===== src/rswa_pkg.sv =====
// Package: shared widths, constants and types for the ranged sample window average block.
`timescale 1ns / 1ps
`default_nettype none
package rswa_pkg;

  localparam int WINDOW    = 10;
  localparam int SAMPLE_W  = 16;
  localparam int POS_W     = 4;
  localparam int TALLY_W   = 4;
  localparam int SUM_W     = 20;
  localparam int CFG_IDX_W = 2;
  localparam int CFG_DAT_W = 16;
  localparam int DIV_CNT_W = 5;

  localparam logic [CFG_IDX_W-1:0] REG_MIN_VALID = 2'd0;
  localparam logic [CFG_IDX_W-1:0] REG_MAX_VALID = 2'd1;

  localparam logic [SAMPLE_W-1:0] MIN_VALID_RST = 16'd400;
  localparam logic [SAMPLE_W-1:0] MAX_VALID_RST = 16'd8000;

  localparam logic [POS_W-1:0]     WINDOW_LAST = POS_W'(WINDOW);
  localparam logic [DIV_CNT_W-1:0] DIV_STEPS   = DIV_CNT_W'(SUM_W);

  // Request from the sequencer to the divider.
  typedef struct packed {
    logic                 start;
    logic [SUM_W-1:0]     dividend;
    logic [TALLY_W-1:0]   divisor;
  } div_req_t;

  // Status from the divider back to the sequencer.
  typedef struct packed {
    logic                 busy;
    logic                 done;
    logic [SUM_W-1:0]     quotient;
  } div_sts_t;

endpackage
`default_nettype wire


===== src/rswa_if.sv =====
// Interfaces: sample input channel and average result channel.
`timescale 1ns / 1ps
`default_nettype none
interface rswa_in_if;
  logic                          valid;
  logic                          ready;
  logic [rswa_pkg::SAMPLE_W-1:0] sample_mm;

  modport source (output valid, output sample_mm, input ready);
  modport sink   (input valid, input sample_mm, output ready);
endinterface

interface rswa_out_if;
  logic                          valid;
  logic                          ready;
  logic [rswa_pkg::SAMPLE_W-1:0] average_mm;
  logic [rswa_pkg::TALLY_W-1:0]  valid_used;

  modport source (output valid, output average_mm, output valid_used, input ready);
  modport sink   (input valid, input average_mm, input valid_used, output ready);
endinterface
`default_nettype wire


===== src/rswa_div.sv =====
// Serial restoring divider: one quotient bit per cycle, shared compare and subtract.
`timescale 1ns / 1ps
`default_nettype none
module rswa_div (
  input  wire logic               clk,
  input  wire logic               rst_n,
  input  wire rswa_pkg::div_req_t req,
  output rswa_pkg::div_sts_t      sts
);

  logic                             busy_r, busy_nxt;
  logic                             done_r, done_nxt;
  logic [rswa_pkg::DIV_CNT_W-1:0]   cnt_r, cnt_nxt;
  logic [rswa_pkg::SUM_W-1:0]       quo_r, quo_nxt;
  logic [rswa_pkg::TALLY_W-1:0]     rem_r, rem_nxt;
  logic [rswa_pkg::TALLY_W-1:0]     dvs_r, dvs_nxt;
  logic [rswa_pkg::TALLY_W:0]       trial;
  logic [rswa_pkg::TALLY_W:0]       diff;
  logic                             fits;

  // Shift the next dividend bit into the partial remainder and try the subtract.
  assign trial = {rem_r, quo_r[rswa_pkg::SUM_W-1]};
  assign diff  = trial - {1'b0, dvs_r};
  assign fits  = trial >= {1'b0, dvs_r};

  always_comb begin
    busy_nxt = busy_r;
    done_nxt = 1'b0;
    cnt_nxt  = cnt_r;
    quo_nxt  = quo_r;
    rem_nxt  = rem_r;
    dvs_nxt  = dvs_r;
    if (req.start && !busy_r) begin
      busy_nxt = 1'b1;
      cnt_nxt  = '0;
      quo_nxt  = req.dividend;
      rem_nxt  = '0;
      dvs_nxt  = req.divisor;
    end else if (busy_r) begin
      quo_nxt = {quo_r[rswa_pkg::SUM_W-2:0], fits};
      // remainder stays below the divisor, so the low bits hold it
      rem_nxt = fits ? diff[rswa_pkg::TALLY_W-1:0] : trial[rswa_pkg::TALLY_W-1:0];
      cnt_nxt = cnt_r + 1'b1;
      if (cnt_r == rswa_pkg::DIV_STEPS - 1'b1) begin
        busy_nxt = 1'b0;
        done_nxt = 1'b1;
      end
    end
  end

  always_ff @(posedge clk) begin
    if (!rst_n) begin
      busy_r <= 1'b0;
      done_r <= 1'b0;
      cnt_r  <= '0;
    end else begin
      busy_r <= busy_nxt;
      done_r <= done_nxt;
      cnt_r  <= cnt_nxt;
    end
    quo_r <= quo_nxt;
    rem_r <= rem_nxt;
    dvs_r <= dvs_nxt;
  end

  assign sts.busy     = busy_r;
  assign sts.done     = done_r;
  assign sts.quotient = quo_r;

endmodule
`default_nettype wire


===== src/ranged_sample_window_average_core.sv =====
// Top level: range-gated window accumulator with a serial divider for the average.
`timescale 1ns / 1ps
`default_nettype none
// Usage:
//   in_chan  : one 16-bit range sample (mm) per word, valid/ready handshake.
//   out_chan : one result word per closed window with average_mm and valid_used.
//   cfg_*    : write port; index 0 is the low limit, index 1 the high limit.
//              Write only while the block is idle; other indexes are dropped.
// A sample strictly between the limits adds to the window sum and tally.
// Each window spans WINDOW samples; the sample after them closes the window
// and is dropped. Ordinary samples leave the state idle, so ready stays high.
// A closing sample with at least one valid sample starts the serial divider,
// which takes one quotient bit per cycle; the hand-off then passes through the
// done flag and then the hold state, and ready stays low until hold is left.
// The result then moves into the output register once that register is free.
// A stalled receiver does not block intake: ordinary samples keep flowing while
// the result waits; only a second division result waits in the hold state, with
// ready low, until the output register frees.
// Reset (rst_n low, synchronous) restores the limits to 400 and 8000 mm,
// clears sum, tally and window position, and empties the output register.
module ranged_sample_window_average_core (
  input  wire logic                           clk,
  input  wire logic                           rst_n,
  rswa_in_if.sink                             in_chan,
  rswa_out_if.source                          out_chan,
  input  wire logic                           cfg_we,
  input  wire logic [rswa_pkg::CFG_IDX_W-1:0] cfg_idx,
  input  wire logic [rswa_pkg::CFG_DAT_W-1:0] cfg_data
);

  localparam logic [1:0] ST_IDLE = 2'd0;
  localparam logic [1:0] ST_DIV  = 2'd1;
  localparam logic [1:0] ST_HOLD = 2'd2;

  logic [1:0]                      state_r, state_nxt;
  logic [rswa_pkg::SAMPLE_W-1:0]   min_r, max_r;
  logic [rswa_pkg::SUM_W-1:0]      sum_r, sum_nxt;
  logic [rswa_pkg::TALLY_W-1:0]    tally_r, tally_nxt;
  logic [rswa_pkg::POS_W-1:0]      pos_r, pos_nxt;
  logic [rswa_pkg::TALLY_W-1:0]    used_r, used_nxt;
  logic                            ovld_r, ovld_nxt;
  logic [rswa_pkg::SAMPLE_W-1:0]   oavg_r, oavg_nxt;
  logic [rswa_pkg::TALLY_W-1:0]    oused_r, oused_nxt;

  logic                            in_fire;
  logic                            out_fire;
  logic                            out_free;
  logic                            in_range;
  rswa_pkg::div_req_t              div_req;
  rswa_pkg::div_sts_t              div_sts;

  assign in_chan.ready = (state_r == ST_IDLE);
  assign in_fire       = in_chan.valid && in_chan.ready;
  assign out_fire      = ovld_r && out_chan.ready;
  assign out_free      = !ovld_r || out_chan.ready;
  assign in_range      = (in_chan.sample_mm > min_r) && (in_chan.sample_mm < max_r);

  rswa_div u_div (
    .clk   (clk),
    .rst_n (rst_n),
    .req   (div_req),
    .sts   (div_sts)
  );

  always_comb begin
    state_nxt = state_r;
    sum_nxt   = sum_r;
    tally_nxt = tally_r;
    pos_nxt   = pos_r;
    used_nxt  = used_r;
    ovld_nxt  = ovld_r;
    oavg_nxt  = oavg_r;
    oused_nxt = oused_r;

    div_req.start    = 1'b0;
    div_req.dividend = sum_r;
    div_req.divisor  = tally_r;

    // drain the output register
    if (out_fire) begin
      ovld_nxt = 1'b0;
    end

    unique case (state_r)
      ST_IDLE: begin
        if (in_fire) begin
          if (pos_r < rswa_pkg::WINDOW_LAST) begin
            // advance the window and gate the sample on the limits
            pos_nxt = pos_r + 1'b1;
            if (in_range) begin
              sum_nxt   = sum_r + rswa_pkg::SUM_W'(in_chan.sample_mm);
              tally_nxt = tally_r + 1'b1;
            end
          end else begin
            // closing sample: drop it and divide if anything was collected
            pos_nxt = '0;
            if (tally_r != '0) begin
              div_req.start = 1'b1;
              used_nxt      = tally_r;
              sum_nxt       = '0;
              tally_nxt     = '0;
              state_nxt     = ST_DIV;
            end
          end
        end
      end
      ST_DIV: begin
        if (div_sts.done) begin
          state_nxt = ST_HOLD;
        end
      end
      ST_HOLD: begin
        // hold the quotient until the output register frees
        if (out_free) begin
          ovld_nxt  = 1'b1;
          oavg_nxt  = div_sts.quotient[rswa_pkg::SAMPLE_W-1:0];
          oused_nxt = used_r;
          state_nxt = ST_IDLE;
        end
      end
      default: begin
        state_nxt = ST_IDLE;
      end
    endcase
  end

  always_ff @(posedge clk) begin
    if (!rst_n) begin
      state_r <= ST_IDLE;
      sum_r   <= '0;
      tally_r <= '0;
      pos_r   <= '0;
      ovld_r  <= 1'b0;
      min_r   <= rswa_pkg::MIN_VALID_RST;
      max_r   <= rswa_pkg::MAX_VALID_RST;
    end else begin
      state_r <= state_nxt;
      sum_r   <= sum_nxt;
      tally_r <= tally_nxt;
      pos_r   <= pos_nxt;
      ovld_r  <= ovld_nxt;
      if (cfg_we) begin
        unique case (cfg_idx)
          rswa_pkg::REG_MIN_VALID: min_r <= cfg_data;
          rswa_pkg::REG_MAX_VALID: max_r <= cfg_data;
          default: begin
          end
        endcase
      end
    end
    used_r  <= used_nxt;
    oavg_r  <= oavg_nxt;
    oused_r <= oused_nxt;
  end

  assign out_chan.valid      = ovld_r;
  assign out_chan.average_mm = oavg_r;
  assign out_chan.valid_used = oused_r;

endmodule
`default_nettype wire

===== src/flat_wrapper.sv =====
// flat-port wrapper written by rule: the top's interface ports become plain ports
module ranged_sample_window_average_core_flat 
  (clk, rst_n, cfg_we, cfg_idx, cfg_data, in_chan_valid, in_chan_sample_mm, in_chan_ready, out_chan_valid, out_chan_average_mm, out_chan_valid_used, out_chan_ready);
  rswa_in_if in_chan_i ();
  rswa_out_if out_chan_i ();
  input  wire logic clk;
  input  wire logic rst_n;
  input  wire logic cfg_we;
  input  wire logic [rswa_pkg::CFG_IDX_W-1:0] cfg_idx;
  input  wire logic [rswa_pkg::CFG_DAT_W-1:0] cfg_data;
  input wire logic [$bits(in_chan_i.valid)-1:0] in_chan_valid;
  input wire logic [$bits(in_chan_i.sample_mm)-1:0] in_chan_sample_mm;
  output wire logic [$bits(in_chan_i.ready)-1:0] in_chan_ready;
  output wire logic [$bits(out_chan_i.valid)-1:0] out_chan_valid;
  output wire logic [$bits(out_chan_i.average_mm)-1:0] out_chan_average_mm;
  output wire logic [$bits(out_chan_i.valid_used)-1:0] out_chan_valid_used;
  input wire logic [$bits(out_chan_i.ready)-1:0] out_chan_ready;
  assign in_chan_i.valid = in_chan_valid;
  assign in_chan_i.sample_mm = in_chan_sample_mm;
  assign in_chan_ready = in_chan_i.ready;
  assign out_chan_valid = out_chan_i.valid;
  assign out_chan_average_mm = out_chan_i.average_mm;
  assign out_chan_valid_used = out_chan_i.valid_used;
  assign out_chan_i.ready = out_chan_ready;
  ranged_sample_window_average_core u_core (.clk(clk), .rst_n(rst_n), .in_chan(in_chan_i), .out_chan(out_chan_i), .cfg_we(cfg_we), .cfg_idx(cfg_idx), .cfg_data(cfg_data));
endmodule

===== config.mk =====
export PLATFORM = sky130hd
export DESIGN_NAME = ranged_sample_window_average_core_flat
export DESIGN_NICKNAME = d
export VERILOG_FILES = /design/src/rswa_pkg.sv /design/src/rswa_if.sv /design/src/rswa_div.sv /design/src/ranged_sample_window_average_core.sv /design/src/flat_wrapper.sv
export SDC_FILE = /design/constraint.sdc
export NUM_CORES = 1
export LEC_CHECK = 0
export BUFFER_PORTS_ARGS = -buffer_cell sky130_fd_sc_hd__buf_2
export CORE_MARGIN = 2
export CORE_UTILIZATION = 40
export CTS_BUF_LIST = sky130_fd_sc_hd__clkbuf_16
export CTS_CLUSTER_SIZE = 14
export DETAILED_ROUTE_END_ITERATION = 10
export SYNTH_ARGS = -nofsm -noshare
export SYNTH_HDL_FRONTEND = slang
export SYNTH_SLANG_ARGS = --single-unit

===== constraint.sdc =====
create_clock -name clk -period 3.05 [get_ports clk]
set_clock_uncertainty 0.2 [all_clocks]
set_input_delay 0.1525 -clock clk [delete_from_list [all_inputs] [get_ports clk]]
set_output_delay 0.1525 -clock clk [all_outputs]
set_load 0.05 [all_outputs]

==> metrics.log <==
INFO  metric outcome = finished clean
INFO  metric synth_cell_types = 65
INFO  metric ir_drop = 0.3679 mV
INFO  metric drt_iter0_markers = 192
INFO  metric grt_pass1_wl = 23360 um
INFO  metric critical_path.max_stage_delay = 0.41 ns
INFO  metric setup.worst_path.end_class = flip-flop
INFO  metric htree_num_levels = 4
INFO  metric syn_to_final_growth = 22.45%
INFO  metric diodes = 0
INFO  metric drt-vias-per-instance = 5.179
INFO  metric grt_pass1_vias = 5007
INFO  metric timing.final.ws_setup = 0.1765 ns
INFO  metric comb_power_share = 9.6%
INFO  metric timing.setup.critical_path_class = flip-flop to flip-flop
INFO  metric routabilityCongestion = 0.9031
INFO  metric synth_seq_cells = 122
INFO  metric post_drt_wl_per_cell = 14.57 um
INFO  metric worst_min_path_class = input pin to flip-flop
INFO  metric syn-num-nets = 767
INFO  metric floorplan.die.width = 128.9 um
INFO  metric rows = 45
INFO  metric dpl_wire_length = 10420 um
INFO  metric netlist_area = 6236 um2
INFO  metric num_vias = 5013
INFO  metric syn_avg_cell_area = 9.294 um2
INFO  metric cts.sinks = 122
INFO  metric finish.instance_area = 7636 um2
INFO  metric power.internal = 3.153 mW
INFO  metric p_sw_share = 23.16%
INFO  metric total_power = 4.103 mW
INFO  metric cts_tree = done
INFO  metric groute.layer.met3.usage = 4.823%
INFO  metric die_h = 128.9 um
INFO  metric slew_violations = 0
INFO  metric postCtsSetupRepairBufs = 0
INFO  metric detailed_route_wire_length = 14110 um
INFO  metric max-cap-violations = 0
INFO  metric total_placed_instance_area = 6832 um2
INFO  metric grt_overflow_total = 0
INFO  metric min_period_over_period = 94.21%
INFO  metric yosys_warnings = 0
INFO  metric tritoncts.num_buffers = 17
INFO  metric share_of_synthesized_registers_carrying_an_async_set_or_reset = 0%
INFO  metric grt_antenna_before_repair = 0
INFO  metric power-per-cell-area = 537.3 nW/um2
INFO  metric worstSetupStartpointType = flip-flop
INFO  metric final_antenna_net_count = 0
INFO  metric synth_edf_count = 48
INFO  metric slew_headroom = 49.31%
INFO  metric ctsLongestPathBuffers = 2
INFO  metric total_leakage_power = 3.229 nW
INFO  metric slowest_stage = sky130_fd_sc_hd__fa_1
INFO  metric final_layout_size_suffix_gt1_share = 15.00%
INFO  metric core-area = 15200 um2
INFO  metric net-switching-power = 0.9505 mW
INFO  metric gr-usage-met1 = 22.23%
INFO  metric worst_slew_pin_slew = 0.7603 ns
INFO  metric power_frac_seq = 42.8%
INFO  metric ys.flop_type = sky130_fd_sc_hd__dfxtp_1
INFO  metric finalSetupTns = 0 ns
INFO  metric max_clock_freq = 0.3480 GHz
INFO  metric cts_root_buf = sky130_fd_sc_hd__clkbuf_16
INFO  metric grt_max_degree = 44
INFO  metric dp_slack = 0.08740 ns
INFO  metric die_outline_area = 16600 um2
INFO  metric synth_seq_area_share = 46.87%
INFO  metric nNetsFinal = 863
INFO  metric finalWorstPathRequiredPeriod = 2.873 ns
INFO  metric clock_latency = 0.42 ns
INFO  metric worstPathMaxFanout = 5
INFO  metric power.share.clock = 47.6%
INFO  metric finalHoldViolations = 0
INFO  metric cts.reportedPaths.clkPinSlew = 0.05 ns
INFO  metric setup_viol = 0
INFO  metric synth_cells = 671
INFO  metric grt_busiest_layer = met2
INFO  metric worst_ep_required_time = 3.19 ns
INFO  metric port_buffers = 60
INFO  metric drc_errors = 0
INFO  metric firstDrtPassIters = 4
INFO  metric initial_utilization = 41.02%
INFO  metric cp_data_arrival_time = 3.02 ns
INFO  metric boundaryPins = 61
INFO  metric setup_repair_after_global_routing_missed_its_margin = no
INFO  metric timing.critical_path.cells = ha_1 -> fa_1 -> a21oi_1 -> o21ai_1 -> a2111oi_2 -> buf_4 -> o31ai_2 -> a221oi_2 -> o2111ai_1 -> o211ai_1
INFO  metric use_met2 = 29.88%
INFO  metric track_usage = 17.96%
-- cell usage in the layout (no fill, tap or decap), drive strengths merged, types with 9 or more instances in the layout --
cell type | netlist | layout
o21ai | 16 | 16
nor2 | 30 | 30
xnor2 | 11 | 11
dfxtp | 74 | 74
inv | 51 | 55
edfxtp | 48 | 48
a21o | 15 | 15
dlygate4sd3 | 0 | 21
o211ai | 13 | 13
nand2b | 9 | 9
ha | 55 | 55
nand4 | 9 | 9
a21oi | 64 | 64
nand3 | 13 | 13
nand2 | 142 | 142
clkbuf | 16 | 17
buf | 4 | 76
-- worst max-delay path, delay by kind of cell, from the launching register on --
family          cells  cell delay (ns)
buf+inv             1             0.18
compound gates      7             1.46
flops               1             0.33
fa+ha+maj           2             0.62
-- layout make-up --
type / instances / area [um2]
Fill cell: 1413 / 7566
Multi-Input combinational cell: 477 / 3069
Sequential cell: 122 / 2923
Timing Repair Buffer: 97 / 643.1
Clock buffer: 17 / 425.4
Tap cell: 188 / 235.2
Inverter: 52 / 195.2
Clock inverter: 15 / 145.1
-- synth_stat cells (8+ instances only) --
library cell / instances / share of area [%]
sky130_fd_sc_hd__a21o_1: 15 / 1.8
sky130_fd_sc_hd__a21oi_1: 63 / 5.1
sky130_fd_sc_hd__a31oi_1: 8 / 0.80
sky130_fd_sc_hd__and3_1: 8 / 0.80
sky130_fd_sc_hd__clkbuf_1: 16 / 0.96
sky130_fd_sc_hd__dfxtp_1: 74 / 24
sky130_fd_sc_hd__edfxtp_1: 48 / 23
sky130_fd_sc_hd__ha_1: 55 / 11
sky130_fd_sc_hd__inv_1: 50 / 3.0
sky130_fd_sc_hd__nand2_1: 142 / 8.5
sky130_fd_sc_hd__nand2b_1: 9 / 0.90
sky130_fd_sc_hd__nand3_1: 13 / 1.0
sky130_fd_sc_hd__nand4_1: 9 / 0.90
sky130_fd_sc_hd__nor2_1: 30 / 1.8
sky130_fd_sc_hd__o211ai_1: 13 / 1.6
sky130_fd_sc_hd__o21ai_0: 8 / 0.64
sky130_fd_sc_hd__xnor2_1: 11 / 1.5
-- state kept, by name, indices dropped and copies added (netlist names), 4 cells and up --
| name | flops |
|---|---|
| u_core.u_div.dvs_r | 4 |
| u_core.u_div.quo_r | 20 |
| u_core.out_chan.valid_used | 4 |
| u_core.pos_r | 4 |
| u_core.u_div.cnt_r | 5 |
| u_core.sum_r | 20 |
| u_core.max_r | 16 |
| u_core.tally_r | 4 |
| u_core.out_chan.average_mm | 16 |
| u_core.used_r | 4 |
| u_core.min_r | 16 |
| u_core.u_div.rem_r | 4 |
-- through the flow --
stage	utilization (%)	hold WS, ns	cells
after floorplan	-	0.08846	671
after global placement	44.94	0.1959	915
after detailed placement	44.94	0.2044	915
after CTS	50.07	0.04413	968
after global routing	50.23	0.09334	968
final	50.23	0.05109	968
-- cells by family (layout without fill, tap and decap cells) --
family / count (synthesis) / count (layout) / share of synthesized area, %
xor gates and xnor gates: 16 / 16 / 2.247
and+or+nand+nor: 246 / 246 / 17.70
AOI/OAI and AO/OA: 151 / 151 / 15.97
buffers and inverters: 72 / 181 / 4.374
DFF: 122 / 122 / 46.87
adders and majority gates: 57 / 57 / 11.68
muxes: 7 / 7 / 1.164
-- repair_timing --
| action | CTS | global route |
|---|---|---|
| resized for setup | 0 | 5 |
| hold endpoints to repair | 34 | 0 |
| setup endpoints to repair | 0 | 4 |
| hold buffers | 21 | 0 |
-- layer usage --
layer | vias up | share of wire (%)
met3 | 19 | 4.3
li1 | 2573 | -
met2 | 106 | 46
met4 | 0 | 1.8
met5 | - | 0
met1 | 2315 | 48
-- power groups by stage --
stage          clock network (mW)  logic, mW  registers, mW
2_1_floorplan                   0      0.255           1.78
3_5_place_dp                    0      0.367           1.79
3_3_place_gp                    0      0.355           1.79
4_1_cts                      1.99      0.389           1.75
5_1_grt                      2.06      0.448           1.76
6_report                     1.95      0.395           1.75
-- final timing paths --
path	from	endpoint	slack, ns	cells after the start
max	u_core.sum_r[0]	u_core.sum_r[18]	0.18	10
min	in_chan_sample_mm[0]	u_core.sum_r[0]	0.05	5
max reg2reg	u_core.sum_r[0]	u_core.sum_r[18]	0.18	10
min reg2reg	u_core.used_r[1]	u_core.out_chan.valid_used[1]	0.24	0
Power figures use the tool's default switching activity.
